===== config.mk =====
export PLATFORM = sky130hd
export DESIGN_NAME = note_name_to_midi_parser_unit_flat
export DESIGN_NICKNAME = d
export VERILOG_FILES = /design/src/sv/nnm_pkg.sv /design/src/sv/nnm_char_if.sv /design/src/sv/nnm_note_if.sv /design/src/sv/nnm_scanner.sv /design/src/sv/note_name_to_midi_parser_unit.sv /design/src/flat_wrapper.sv
export VERILOG_INCLUDE_DIRS = /design/src /design/src/sv
export SDC_FILE = /design/constraint.sdc
export NUM_CORES = 1
export LEC_CHECK = 0
export BUFFER_PORTS_ARGS = -buffer_cell sky130_fd_sc_hd__buf_2
export CORE_ASPECT_RATIO = 0.8
export CORE_UTILIZATION = 50
export CTS_BUF_LIST = sky130_fd_sc_hd__clkbuf_8
export CTS_CLUSTER_DIAMETER = 150
export DETAILED_ROUTE_END_ITERATION = 10
export PLACE_DENSITY = 0.69
export REMOVE_ABC_BUFFERS = 1
export SLEW_MARGIN = 15
export SYNTH_ARGS = -nofsm -noshare
export SYNTH_HDL_FRONTEND = slang
export SYNTH_SLANG_ARGS = --single-unit

===== constraint.sdc =====
create_clock -name clk -period 4.41 [get_ports clk]
set_clock_uncertainty 0.05 [all_clocks]
set_input_delay 0.441 -clock clk [delete_from_list [all_inputs] [get_ports clk]]
set_output_delay 0.441 -clock clk [all_outputs]
set_load 0.005 [all_outputs]

===== src/sv/assert_macros.svh =====
// Assertion helpers used by the parser unit.
`ifndef ASSERT_MACROS_SVH
`define ASSERT_MACROS_SVH

`ifndef SYNTHESIS

// Check a property on every rising edge, ignoring cycles in reset.
`define ASSERT_CLK(lbl, clk, rst_n, prop, msg) \
	lbl: assert property (@(posedge clk) disable iff (!rst_n) prop) else $error(msg);

// Check a property on every rising edge, reset included.
`define ASSERT_ALWAYS(lbl, clk, prop, msg) \
	lbl: assert property (@(posedge clk) prop) else $error(msg);

`else

`define ASSERT_CLK(lbl, clk, rst_n, prop, msg)
`define ASSERT_ALWAYS(lbl, clk, prop, msg)

`endif

`endif


===== src/sv/nnm_pkg.sv =====
package nnm_pkg;

	// Character codes
	localparam logic [7:0] CH_NUL   = 8'd0;
	localparam logic [7:0] CH_TAB   = 8'd9;
	localparam logic [7:0] CH_LF    = 8'd10;
	localparam logic [7:0] CH_VT    = 8'd11;
	localparam logic [7:0] CH_FF    = 8'd12;
	localparam logic [7:0] CH_CR    = 8'd13;
	localparam logic [7:0] CH_SPACE = 8'd32;
	localparam logic [7:0] CH_HASH  = 8'd35;
	localparam logic [7:0] CH_PLUS  = 8'd43;
	localparam logic [7:0] CH_MINUS = 8'd45;
	localparam logic [7:0] CH_ZERO  = 8'd48;
	localparam logic [7:0] CH_NINE  = 8'd57;
	localparam logic [7:0] CH_UPPER_A = 8'd65;
	localparam logic [7:0] CH_UPPER_Z = 8'd90;
	localparam logic [7:0] CH_LOW_A = 8'd97;
	localparam logic [7:0] CH_LOW_B = 8'd98;
	localparam logic [7:0] CH_LOW_C = 8'd99;
	localparam logic [7:0] CH_LOW_D = 8'd100;
	localparam logic [7:0] CH_LOW_E = 8'd101;
	localparam logic [7:0] CH_LOW_F = 8'd102;
	localparam logic [7:0] CH_LOW_G = 8'd103;
	localparam logic [7:0] CH_LOW_H = 8'd104;

	// Field widths and limits
	localparam int NOTE_W     = 7;
	localparam int PITCH_W    = 4;
	localparam int OCT_MAG_W  = 5;
	localparam int INT_MAG_W  = 8;
	localparam logic [OCT_MAG_W-1:0] OCT_SAT = 5'd31;
	localparam logic [INT_MAG_W-1:0] INT_SAT = 8'd255;
	localparam logic signed [10:0] NOTE_MAX = 11'sd127;
	localparam logic signed [10:0] SEMIS_PER_OCT = 11'sd12;
	localparam logic signed [10:0] PITCH_BIAS = 11'sd2;
	localparam logic signed [6:0] OCT_DEFAULT = 7'sd4;

	typedef enum logic [2:0] {
		NP_LEAD   = 3'd0,
		NP_LETTER = 3'd1,
		NP_SHARP  = 3'd2,
		NP_FLAT   = 3'd3,
		NP_OCTPRE = 3'd4,
		NP_OCTWS  = 3'd5,
		NP_NUMBER = 3'd6,
		NP_TRAIL  = 3'd7
	} name_phase_t;

	typedef enum logic [1:0] {
		IP_LEAD   = 2'd0,
		IP_SIGN   = 2'd1,
		IP_DIGITS = 2'd2,
		IP_TRAIL  = 2'd3
	} int_phase_t;

	// Result of a finished string, from scanner to output register
	typedef struct packed {
		logic [NOTE_W-1:0] note_number;
		logic              status;
	} scan_result_t;

	function automatic logic is_blank(input logic [7:0] c);
		return c == CH_SPACE || c == CH_TAB || c == CH_LF || c == CH_VT || c == CH_CR;
	endfunction

	function automatic logic is_digit(input logic [7:0] c);
		return c >= CH_ZERO && c <= CH_NINE;
	endfunction

	// Letter to pitch offset (pitch + 2); bit 4 flags a valid letter
	function automatic logic [PITCH_W:0] letter_offset(input logic [7:0] c);
		logic [7:0] lc;
		logic [PITCH_W:0] r;
		lc = (c >= CH_UPPER_A && c <= CH_UPPER_Z) ? c + 8'd32 : c;
		case (lc)
			CH_LOW_C: r = {1'b1, 4'd2};
			CH_LOW_D: r = {1'b1, 4'd4};
			CH_LOW_E: r = {1'b1, 4'd6};
			CH_LOW_F: r = {1'b1, 4'd7};
			CH_LOW_G: r = {1'b1, 4'd9};
			CH_LOW_A: r = {1'b1, 4'd11};
			CH_LOW_B, CH_LOW_H: r = {1'b1, 4'd13};
			default: r = '0;
		endcase
		return r;
	endfunction

endpackage


===== src/sv/nnm_char_if.sv =====
interface nnm_char_if;
	logic       valid;
	logic       ready;
	logic [7:0] char_code;

	modport source (output valid, output char_code, input ready);
	modport sink (input valid, input char_code, output ready);
endinterface


===== src/sv/nnm_note_if.sv =====
interface nnm_note_if;
	logic                       valid;
	logic                       ready;
	logic [nnm_pkg::NOTE_W-1:0] note_number;
	logic                       status;

	modport source (output valid, output note_number, output status, input ready);
	modport sink (input valid, input note_number, input status, output ready);
endinterface


===== src/sv/nnm_scanner.sv =====
module nnm_scanner (
	input  logic                  clk,
	input  logic                  arst_n,
	input  logic                  step,
	input  logic [7:0]            char_code,
	output nnm_pkg::scan_result_t result
);

	nnm_pkg::name_phase_t             name_phase_q, name_phase_d;
	logic [nnm_pkg::PITCH_W-1:0]      pitch_q, pitch_d;
	logic                             oct_neg_q, oct_neg_d;
	logic [nnm_pkg::OCT_MAG_W-1:0]    oct_mag_q, oct_mag_d;
	logic                             oct_seen_q, oct_seen_d;
	logic                             name_fail_q, name_fail_d;
	nnm_pkg::int_phase_t              int_phase_q, int_phase_d;
	logic                             int_neg_q, int_neg_d;
	logic [nnm_pkg::INT_MAG_W-1:0]    int_mag_q, int_mag_d;
	logic                             int_fail_q, int_fail_d;

	logic                             blank, digit, ff, eos;
	logic [3:0]                       digit_val;
	logic [nnm_pkg::PITCH_W:0]        letter;
	logic [8:0]                       oct_acc;
	logic [11:0]                      int_acc;
	logic                             oct_pos, num_start, oct_digit;

	assign blank     = nnm_pkg::is_blank(char_code);
	assign digit     = nnm_pkg::is_digit(char_code);
	assign ff        = char_code == nnm_pkg::CH_FF;
	assign eos       = char_code == nnm_pkg::CH_NUL;
	assign digit_val = 4'(char_code - nnm_pkg::CH_ZERO);
	assign letter    = nnm_pkg::letter_offset(char_code);

	// Accumulate one decimal digit, times ten as shift and add
	assign oct_acc = {1'b0, oct_mag_q, 3'b0} + {3'b0, oct_mag_q, 1'b0} + {5'b0, digit_val};
	assign int_acc = {1'b0, int_mag_q, 3'b0} + {3'b0, int_mag_q, 1'b0} + {8'b0, digit_val};

	// Next state of the note name recogniser
	always_comb begin
		name_phase_d = name_phase_q;
		pitch_d      = pitch_q;
		oct_neg_d    = oct_neg_q;
		oct_mag_d    = oct_mag_q;
		oct_seen_d   = oct_seen_q;
		name_fail_d  = name_fail_q;
		oct_pos      = 1'b0;
		num_start    = 1'b0;
		oct_digit    = 1'b0;
		if (step && !eos && !name_fail_q) begin
			unique case (name_phase_q)
				nnm_pkg::NP_LEAD: begin
					if (!blank) begin
						if (letter[nnm_pkg::PITCH_W]) begin
							pitch_d      = letter[nnm_pkg::PITCH_W-1:0];
							name_phase_d = nnm_pkg::NP_LETTER;
						end else begin
							name_fail_d = 1'b1;
						end
					end
				end
				nnm_pkg::NP_LETTER: begin
					if (char_code == nnm_pkg::CH_HASH) begin
						pitch_d      = pitch_q + 4'd1;
						name_phase_d = nnm_pkg::NP_SHARP;
					end else if (char_code == nnm_pkg::CH_LOW_B) begin
						pitch_d      = pitch_q - 4'd1;
						name_phase_d = nnm_pkg::NP_FLAT;
					end else begin
						oct_pos = 1'b1;
					end
				end
				nnm_pkg::NP_SHARP: begin
					if (char_code == nnm_pkg::CH_HASH) begin
						pitch_d      = pitch_q + 4'd1;
						name_phase_d = nnm_pkg::NP_OCTPRE;
					end else begin
						oct_pos = 1'b1;
					end
				end
				nnm_pkg::NP_FLAT: begin
					if (char_code == nnm_pkg::CH_LOW_B) begin
						pitch_d      = pitch_q - 4'd1;
						name_phase_d = nnm_pkg::NP_OCTPRE;
					end else begin
						oct_pos = 1'b1;
					end
				end
				nnm_pkg::NP_OCTPRE: oct_pos = 1'b1;
				nnm_pkg::NP_OCTWS: num_start = !(blank || ff);
				nnm_pkg::NP_NUMBER: begin
					if (digit) begin
						oct_digit = 1'b1;
					end else if (blank && oct_seen_q) begin
						name_phase_d = nnm_pkg::NP_TRAIL;
					end else begin
						name_fail_d = 1'b1;
					end
				end
				nnm_pkg::NP_TRAIL: begin
					if (!blank) begin
						name_fail_d = 1'b1;
					end
				end
			endcase
		end
		// Octave position: blanks, form feed, or the number itself
		if (oct_pos) begin
			if (blank) begin
				name_phase_d = nnm_pkg::NP_OCTPRE;
			end else if (ff) begin
				name_phase_d = nnm_pkg::NP_OCTWS;
			end else begin
				num_start = 1'b1;
			end
		end
		if (num_start) begin
			if (char_code == nnm_pkg::CH_PLUS) begin
				name_phase_d = nnm_pkg::NP_NUMBER;
			end else if (char_code == nnm_pkg::CH_MINUS) begin
				oct_neg_d    = 1'b1;
				name_phase_d = nnm_pkg::NP_NUMBER;
			end else if (digit) begin
				oct_digit = 1'b1;
			end else begin
				name_fail_d = 1'b1;
			end
		end
		if (oct_digit) begin
			oct_mag_d    = (oct_acc > {4'b0, nnm_pkg::OCT_SAT}) ? nnm_pkg::OCT_SAT
					: oct_acc[nnm_pkg::OCT_MAG_W-1:0];
			oct_seen_d   = 1'b1;
			name_phase_d = nnm_pkg::NP_NUMBER;
		end
		// End of string: return to the idle state
		if (step && eos) begin
			name_phase_d = nnm_pkg::NP_LEAD;
			pitch_d      = '0;
			oct_neg_d    = 1'b0;
			oct_mag_d    = '0;
			oct_seen_d   = 1'b0;
			name_fail_d  = 1'b0;
		end
	end

	// Next state of the integer recogniser
	always_comb begin
		int_phase_d = int_phase_q;
		int_neg_d   = int_neg_q;
		int_mag_d   = int_mag_q;
		int_fail_d  = int_fail_q;
		if (step && eos) begin
			int_phase_d = nnm_pkg::IP_LEAD;
			int_neg_d   = 1'b0;
			int_mag_d   = '0;
			int_fail_d  = 1'b0;
		end else if (step && !int_fail_q) begin
			unique case (int_phase_q)
				nnm_pkg::IP_LEAD: begin
					if (blank || ff) begin
						int_phase_d = nnm_pkg::IP_LEAD;
					end else if (char_code == nnm_pkg::CH_PLUS) begin
						int_phase_d = nnm_pkg::IP_SIGN;
					end else if (char_code == nnm_pkg::CH_MINUS) begin
						int_neg_d   = 1'b1;
						int_phase_d = nnm_pkg::IP_SIGN;
					end else if (!digit) begin
						int_fail_d = 1'b1;
					end
				end
				nnm_pkg::IP_SIGN: int_fail_d = !digit;
				nnm_pkg::IP_DIGITS: begin
					if (blank) begin
						int_phase_d = nnm_pkg::IP_TRAIL;
					end else if (!digit) begin
						int_fail_d = 1'b1;
					end
				end
				nnm_pkg::IP_TRAIL: int_fail_d = !blank;
			endcase
			// Digits are taken in every phase but trailing blanks
			if (digit && int_phase_q != nnm_pkg::IP_TRAIL) begin
				int_mag_d   = (int_acc > {4'b0, nnm_pkg::INT_SAT}) ? nnm_pkg::INT_SAT
						: int_acc[nnm_pkg::INT_MAG_W-1:0];
				int_phase_d = nnm_pkg::IP_DIGITS;
			end
		end
	end

	// Hold the recogniser state
	always_ff @(posedge clk or negedge arst_n) begin
		if (!arst_n) begin
			name_phase_q <= nnm_pkg::NP_LEAD;
			pitch_q      <= '0;
			oct_neg_q    <= 1'b0;
			oct_mag_q    <= '0;
			oct_seen_q   <= 1'b0;
			name_fail_q  <= 1'b0;
			int_phase_q  <= nnm_pkg::IP_LEAD;
			int_neg_q    <= 1'b0;
			int_mag_q    <= '0;
			int_fail_q   <= 1'b0;
		end else begin
			name_phase_q <= name_phase_d;
			pitch_q      <= pitch_d;
			oct_neg_q    <= oct_neg_d;
			oct_mag_q    <= oct_mag_d;
			oct_seen_q   <= oct_seen_d;
			name_fail_q  <= name_fail_d;
			int_phase_q  <= int_phase_d;
			int_neg_q    <= int_neg_d;
			int_mag_q    <= int_mag_d;
			int_fail_q   <= int_fail_d;
		end
	end

	// Result from the current state, used when the terminator arrives
	logic                name_ok, int_ok, ok;
	logic signed [6:0]   oct_v;
	logic signed [10:0]  name_v, int_v, value;

	always_comb begin
		name_ok = !name_fail_q && name_phase_q != nnm_pkg::NP_LEAD
				&& name_phase_q != nnm_pkg::NP_OCTWS
				&& !(name_phase_q == nnm_pkg::NP_NUMBER && !oct_seen_q);
		if (!oct_seen_q) begin
			oct_v = nnm_pkg::OCT_DEFAULT;
		end else if (oct_neg_q) begin
			oct_v = -$signed({2'b0, oct_mag_q});
		end else begin
			oct_v = $signed({2'b0, oct_mag_q});
		end
		name_v = (11'(oct_v) + 11'sd1) * nnm_pkg::SEMIS_PER_OCT
				+ $signed({7'b0, pitch_q}) - nnm_pkg::PITCH_BIAS;
		int_ok = !int_fail_q && (int_phase_q == nnm_pkg::IP_DIGITS
				|| int_phase_q == nnm_pkg::IP_TRAIL);
		int_v  = int_neg_q ? -$signed({3'b0, int_mag_q}) : $signed({3'b0, int_mag_q});
		value  = name_ok ? name_v : int_v;
		ok     = (name_ok || int_ok) && value >= 11'sd0 && value <= nnm_pkg::NOTE_MAX;
		result.note_number = ok ? value[nnm_pkg::NOTE_W-1:0] : '0;
		result.status      = !ok;
	end

endmodule


===== src/sv/note_name_to_midi_parser_unit.sv =====
// Note name to MIDI note parser. Feed a zero-terminated string one byte per
// transaction on chars; each zero byte produces one transaction on notes with
// the MIDI note number (status 0) or status 1 when the text is neither a valid
// note name such as "C#4", "bb-1" or "h" (octave 4 by default) nor a plain
// integer, or the value falls outside 0..127. One byte is taken every cycle:
// a byte waits in the input register while the recognisers update, and a
// terminator then places its result in the output register.
// Only a terminator meeting a full, stalled output register holds the input.
module note_name_to_midi_parser_unit (
	input  logic              clk,
	input  logic              arst_n,
	nnm_char_if.sink          chars,
	nnm_note_if.source        notes
);

	`include "assert_macros.svh"

	logic                        valid_s1;
	logic [7:0]                  char_s1;
	logic                        s1_end, s1_go;
	logic                        out_valid_q;
	logic [nnm_pkg::NOTE_W-1:0]  note_q;
	logic                        status_q;
	nnm_pkg::scan_result_t       result;

	// Advance the input stage unless a terminator meets a full, stalled output
	assign s1_end      = char_s1 == nnm_pkg::CH_NUL;
	assign s1_go       = valid_s1 && (!s1_end || !out_valid_q || notes.ready);
	assign chars.ready = !valid_s1 || s1_go;

	always_ff @(posedge clk or negedge arst_n) begin
		if (!arst_n) begin
			valid_s1 <= 1'b0;
		end else if (chars.valid && chars.ready) begin
			valid_s1 <= 1'b1;
		end else if (s1_go) begin
			valid_s1 <= 1'b0;
		end
	end

	always_ff @(posedge clk) begin
		if (chars.valid && chars.ready) begin
			char_s1 <= chars.char_code;
		end
	end

	nnm_scanner u_scanner (
		.clk       (clk),
		.arst_n    (arst_n),
		.step      (s1_go),
		.char_code (char_s1),
		.result    (result)
	);

	// Hold the result until the transaction completes
	always_ff @(posedge clk or negedge arst_n) begin
		if (!arst_n) begin
			out_valid_q <= 1'b0;
		end else if (s1_go && s1_end) begin
			out_valid_q <= 1'b1;
		end else if (notes.ready) begin
			out_valid_q <= 1'b0;
		end
	end

	always_ff @(posedge clk) begin
		if (s1_go && s1_end) begin
			note_q   <= result.note_number;
			status_q <= result.status;
		end
	end

	assign notes.valid       = out_valid_q;
	assign notes.note_number = note_q;
	assign notes.status      = status_q;

	`ASSERT_CLK(a_invalid_zero, clk, arst_n, out_valid_q && status_q |-> note_q == '0, "invalid result with nonzero note")
	`ASSERT_CLK(a_end_holds, clk, arst_n, valid_s1 && s1_end && out_valid_q && !notes.ready |=> valid_s1 && s1_end, "terminator dropped while output stalled")
	`ASSERT_CLK(a_result_source, clk, arst_n, $rose(out_valid_q) |-> $past(valid_s1 && s1_end), "result without terminator")
	`ASSERT_ALWAYS(a_ready_free, clk, !chars.ready |-> valid_s1, "input stalled while stage empty")

endmodule


===== src/flat_wrapper.sv =====
// flat-port wrapper written by rule: the top's interface ports become plain ports
module note_name_to_midi_parser_unit_flat 
  (clk, arst_n, chars_valid, chars_char_code, chars_ready, notes_valid, notes_note_number, notes_status, notes_ready);
  nnm_char_if chars_i ();
  nnm_note_if notes_i ();
  input  logic clk;
  input  logic arst_n;
  input wire logic [$bits(chars_i.valid)-1:0] chars_valid;
  input wire logic [$bits(chars_i.char_code)-1:0] chars_char_code;
  output wire logic [$bits(chars_i.ready)-1:0] chars_ready;
  output wire logic [$bits(notes_i.valid)-1:0] notes_valid;
  output wire logic [$bits(notes_i.note_number)-1:0] notes_note_number;
  output wire logic [$bits(notes_i.status)-1:0] notes_status;
  input wire logic [$bits(notes_i.ready)-1:0] notes_ready;
  assign chars_i.valid = chars_valid;
  assign chars_i.char_code = chars_char_code;
  assign chars_ready = chars_i.ready;
  assign notes_valid = notes_i.valid;
  assign notes_note_number = notes_i.note_number;
  assign notes_status = notes_i.status;
  assign notes_i.ready = notes_ready;
  note_name_to_midi_parser_unit u_core (.clk(clk), .arst_n(arst_n), .chars(chars_i), .notes(notes_i));
endmodule

==> out/qor.yml <==
pwr-share-clk_pct: 9.8
place.gp.congestion: 0.866
critPathRequiredTime_ns: 4.40
multi_input_area_um2: 3680
cts-htree-levels: 2
clkLatencyLatePin_ns: 0.31
netlist.area_leader.share_pct: 14.9
yosysMostFrequentCell: "ha_1"
clk_pin_slew_worst_paths_ns: 0.10
endpoint_kind: "flip-flop"
post_drt_wl_per_cell_um: 16.7
dr.pass1.iters: 5
arrival_ns: 4.39
p_sw_w: 0.00153
ff2ff_setup_slack_ns: 0.01
fp.dieH_um: 90.4
grt_usage_pct: 24.0
layout_min_cycle_time_ns: 4.40
synth_area_leader_cell: "dfrtp_1"
leakage_nw: 2.52
start_util_pct: 52.7
yosysWarnings: 0
final_nets: 677
n_fill_cell: 802
p_per_area_nw_per_um2: 620
ir_worst_vdd_v: 0.000436
rows: 31
rsz0062_at_grt: "yes"
remaining_drc_errors: 0
grt_pass1_wl_um: 19800
synth_edf_count: 16
hold_buffers: 0
syn_area_um2: 4890
crit_type: "flip-flop to flip-flop"
drive_above_1_share_pct: 22.8
max_freq_mhz: 227
slew_viol_final: 0
relSlewSlack_pct: 40.9
ctsRootBufferMaster: "clkbuf_8"
synth_top_cells_by_count: "ha_1 (54), nor2_1 (45), inv_1 (43)"
num_antenna_cells: 0
start_kind: "flip-flop"
syn_inst: 558
io_pins: 22
cts_tree: "built"
p_int_w: 0.00204
instances_no_fill: 721
seqCellArea_um2: 1210
r2r_start: "u_core.u_scanner.oct_neg_q$_DFFE_PN0P_"
crit_fanout: 8
fin_util_pct: 62.0
clock_path_buffers: 2
grt_overflow: 0
numCtsBuffers: 5
tightest_slew_ns: 0.887
synth_flop_cell: "dfrtp_1"
dp.cells: 704
dpl.hpwl_um: 8810
post-route-period-util_pct: 99.8
setup_violations: 0
ys_async_sr_fraction_pct: 64.4
antenna_found_initial: 0
grt_pass1_vias: 4118
viasPerCell: 6.15
hold_violations: 0
grt_start_max_net_pins: 30
swShare_pct: 42.9
dieWidth_um: 113
cap_violations: 0
synth.area.top_cells: "dfrtp_1 (15%), ha_1 (14%), edfxtp_1 (9.8%)"
synth_seq_cells: 45
post_synth.cell_area_avg_um2: 8.76
fp.dieArea_um2: 10200
routed_wl_um: 12100
drtAntennaViolNets: 0
hold_class: "primary input to asynchronous set/reset pin"
combPwrFrac_pct: 76.2
dr.first_iter.drc_count: 387
clock-sinks: 45
seqPwrFrac_pct: 14.0
synthDistinctLibCells: 82
reg2regPathDepth: 17
place.port_buffers: 21
core_um2: 9270
num_vias: 4432
r2r-end: "u_core.notes.note_number[1]$_SDFFCE_PN0P_"
synthToLayoutAreaGrowth_pct: 17.6
status: "finished clean"
ys_seq_area_share_pct: 24.7
==> layout make-up <==
type / count / area share, %
clock buffers: 6 / 1.44
clock inverters: 2 / 0.719
inverters: 44 / 2.88
multi-input cells: 446 / 64.0
flip-flops and latches: 45 / 21.0
well taps: 115 / 2.50
repair buffers: 63 / 7.45
==> worst max path at each step <==
| stage | startpoint | end | slack, ns | cells past startpoint |
|---|---|---|---|---|
| 6_report | u_core.u_scanner.oct_neg_q$_DFFE_PN0P_ | u_core.notes.note_number[1]$_SDFFCE_PN0P_ | 0.01 | 17 |
| 5_1_grt | u_core.u_scanner.oct_mag_q[0]$_DFFE_PN0P_ | u_core.notes.note_number[1]$_SDFFCE_PN0P_ | -0.19 | 20 |
| 4_1_cts | u_core.u_scanner.oct_mag_q[1]$_DFFE_PN0P_ | u_core.notes.note_number[1]$_SDFFCE_PN0P_ | 0.0003 | 20 |
| 3_5_place_dp | u_core.u_scanner.oct_mag_q[0]$_DFFE_PN0P_ | u_core.notes.note_number[2]$_SDFFCE_PN0P_ | -0.26 | 20 |
| 3_3_place_gp | u_core.u_scanner.oct_mag_q[0]$_DFFE_PN0P_ | u_core.notes.status$_DFFE_PP_ | -0.10 | 19 |
| 2_1_floorplan | u_core.u_scanner.oct_mag_q[0]$_DFFE_PN0P_ | u_core.notes.status$_DFFE_PP_ | -0.19 | 19 |
==> metrics by stage <==
stage / hold slack [ns] / power, W / instance area (µm²) / setup slack [ns] / TNS, ns
global placement: 0.472 / 0.00255 / 5260 / -0.103 / -0.550
floorplan: 0.0954 / 0.00192 / 4760 / -0.186 / -1.40
finish: 0.109 / 0.00356 / 5740 / 0.0100 / 0
CTS: 0.133 / 0.00325 / 5520 / 0.000250 / 0
global route: 0.158 / 0.00385 / 5740 / -0.191 / -1.29
detailed placement: 0.480 / 0.00260 / 5260 / -0.264 / -1.77
==> cell usage in the layout (no fill, tap or decap), drive strengths merged, types with 7 or more instances in the layout <==
master / count
ha: 54
mux2i: 10
edfxtp: 16
nor3: 19
nor2: 47
a211oi: 8
a31oi: 9
nand3: 22
o211ai: 13
a22o: 8
o31ai: 10
a21o: 12
xor2: 10
nand4: 9
o21ai: 24
buf: 63
inv: 45
nand2: 27
a21oi: 35
xnor2: 17
nor3b: 7
nor2b: 14
nand2b: 9
dfrtp: 29
==> state kept, by name, indices dropped and copies added (netlist names) <==
register	flops
u_core.u_scanner.int_mag_q	8
u_core.u_scanner.int_phase_q	2
u_core.notes.status	1
u_core.u_scanner.int_neg_q	1
u_core.char_s1	8
u_core.u_scanner.oct_neg_q	1
u_core.u_scanner.int_fail_q	1
u_core.u_scanner.name_phase_q	3
u_core.valid_s1	1
u_core.u_scanner.oct_mag_q	5
u_core.notes.note_number	7
u_core.u_scanner.oct_seen_q	1
u_core.notes.valid	1
u_core.u_scanner.name_fail_q	1
u_core.u_scanner.pitch_q	4
==> logic make-up (layout without fill, tap and decap cells) <==
kind of cell | count (synthesis) | after routing | synth area share (%)
AND/OR/NAND/NOR | 192 | 192 | 22.8
AO/OA/AOI/OAI | 157 | 157 | 23.3
buffers and inverters | 67 | 115 | 5.89
adder cells (fa/ha/maj) | 60 | 60 | 16.3
flip-flops | 45 | 45 | 24.7
XOR/XNOR | 27 | 27 | 4.84
multiplexers | 10 | 10 | 2.13
==> metal layers <==
metal | up-vias | global-route usage [%] | part of all wire [%]
met4 | 0 | 6.44 | 2.1
met5 | - | 0 | 0
met3 | 24 | 3.69 | 6.1
met1 | 2088 | 34.0 | 45
met2 | 152 | 38.0 | 46
li1 | 2168 | - | -
==> power by group through the flow <==
stage / Sequential, W / Combinational [W] / Clock [W]
after floorplan: 0.000503 / 0.00141 / 0
after global placement: 0.000502 / 0.00205 / 0
after detailed placement: 0.000504 / 0.00210 / 0
after CTS: 0.000495 / 0.00240 / 0.000355
after global routing: 0.000503 / 0.00297 / 0.000373
final: 0.000499 / 0.00272 / 0.000348
==> critical path: stages, from the launching register on <==
cell and delay (ns):
dfrtp_1 0.53, nor2b_1 0.24, xnor2_1 0.11, nor4_1 0.21, buf_4 0.19, xor2_2 0.18
ha_1 0.27, ha_1 0.31, buf_4 0.15, a211oi_4 0.27, nor4b_4 0.09, nor4b_4 0.31
ha_4 0.26, a21o_1 0.19, or3b_4 0.39, mux2i_2 0.17, buf_6 0.16, a2111oi_2 0.05
==> repair_timing <==
action,4_1_cts,5_1_grt
endpoints found under the setup margin,8,8
resized for setup,22,32
pin swaps,20,24
buffers inserted,2,7
Power figures use the tool's default switching activity.
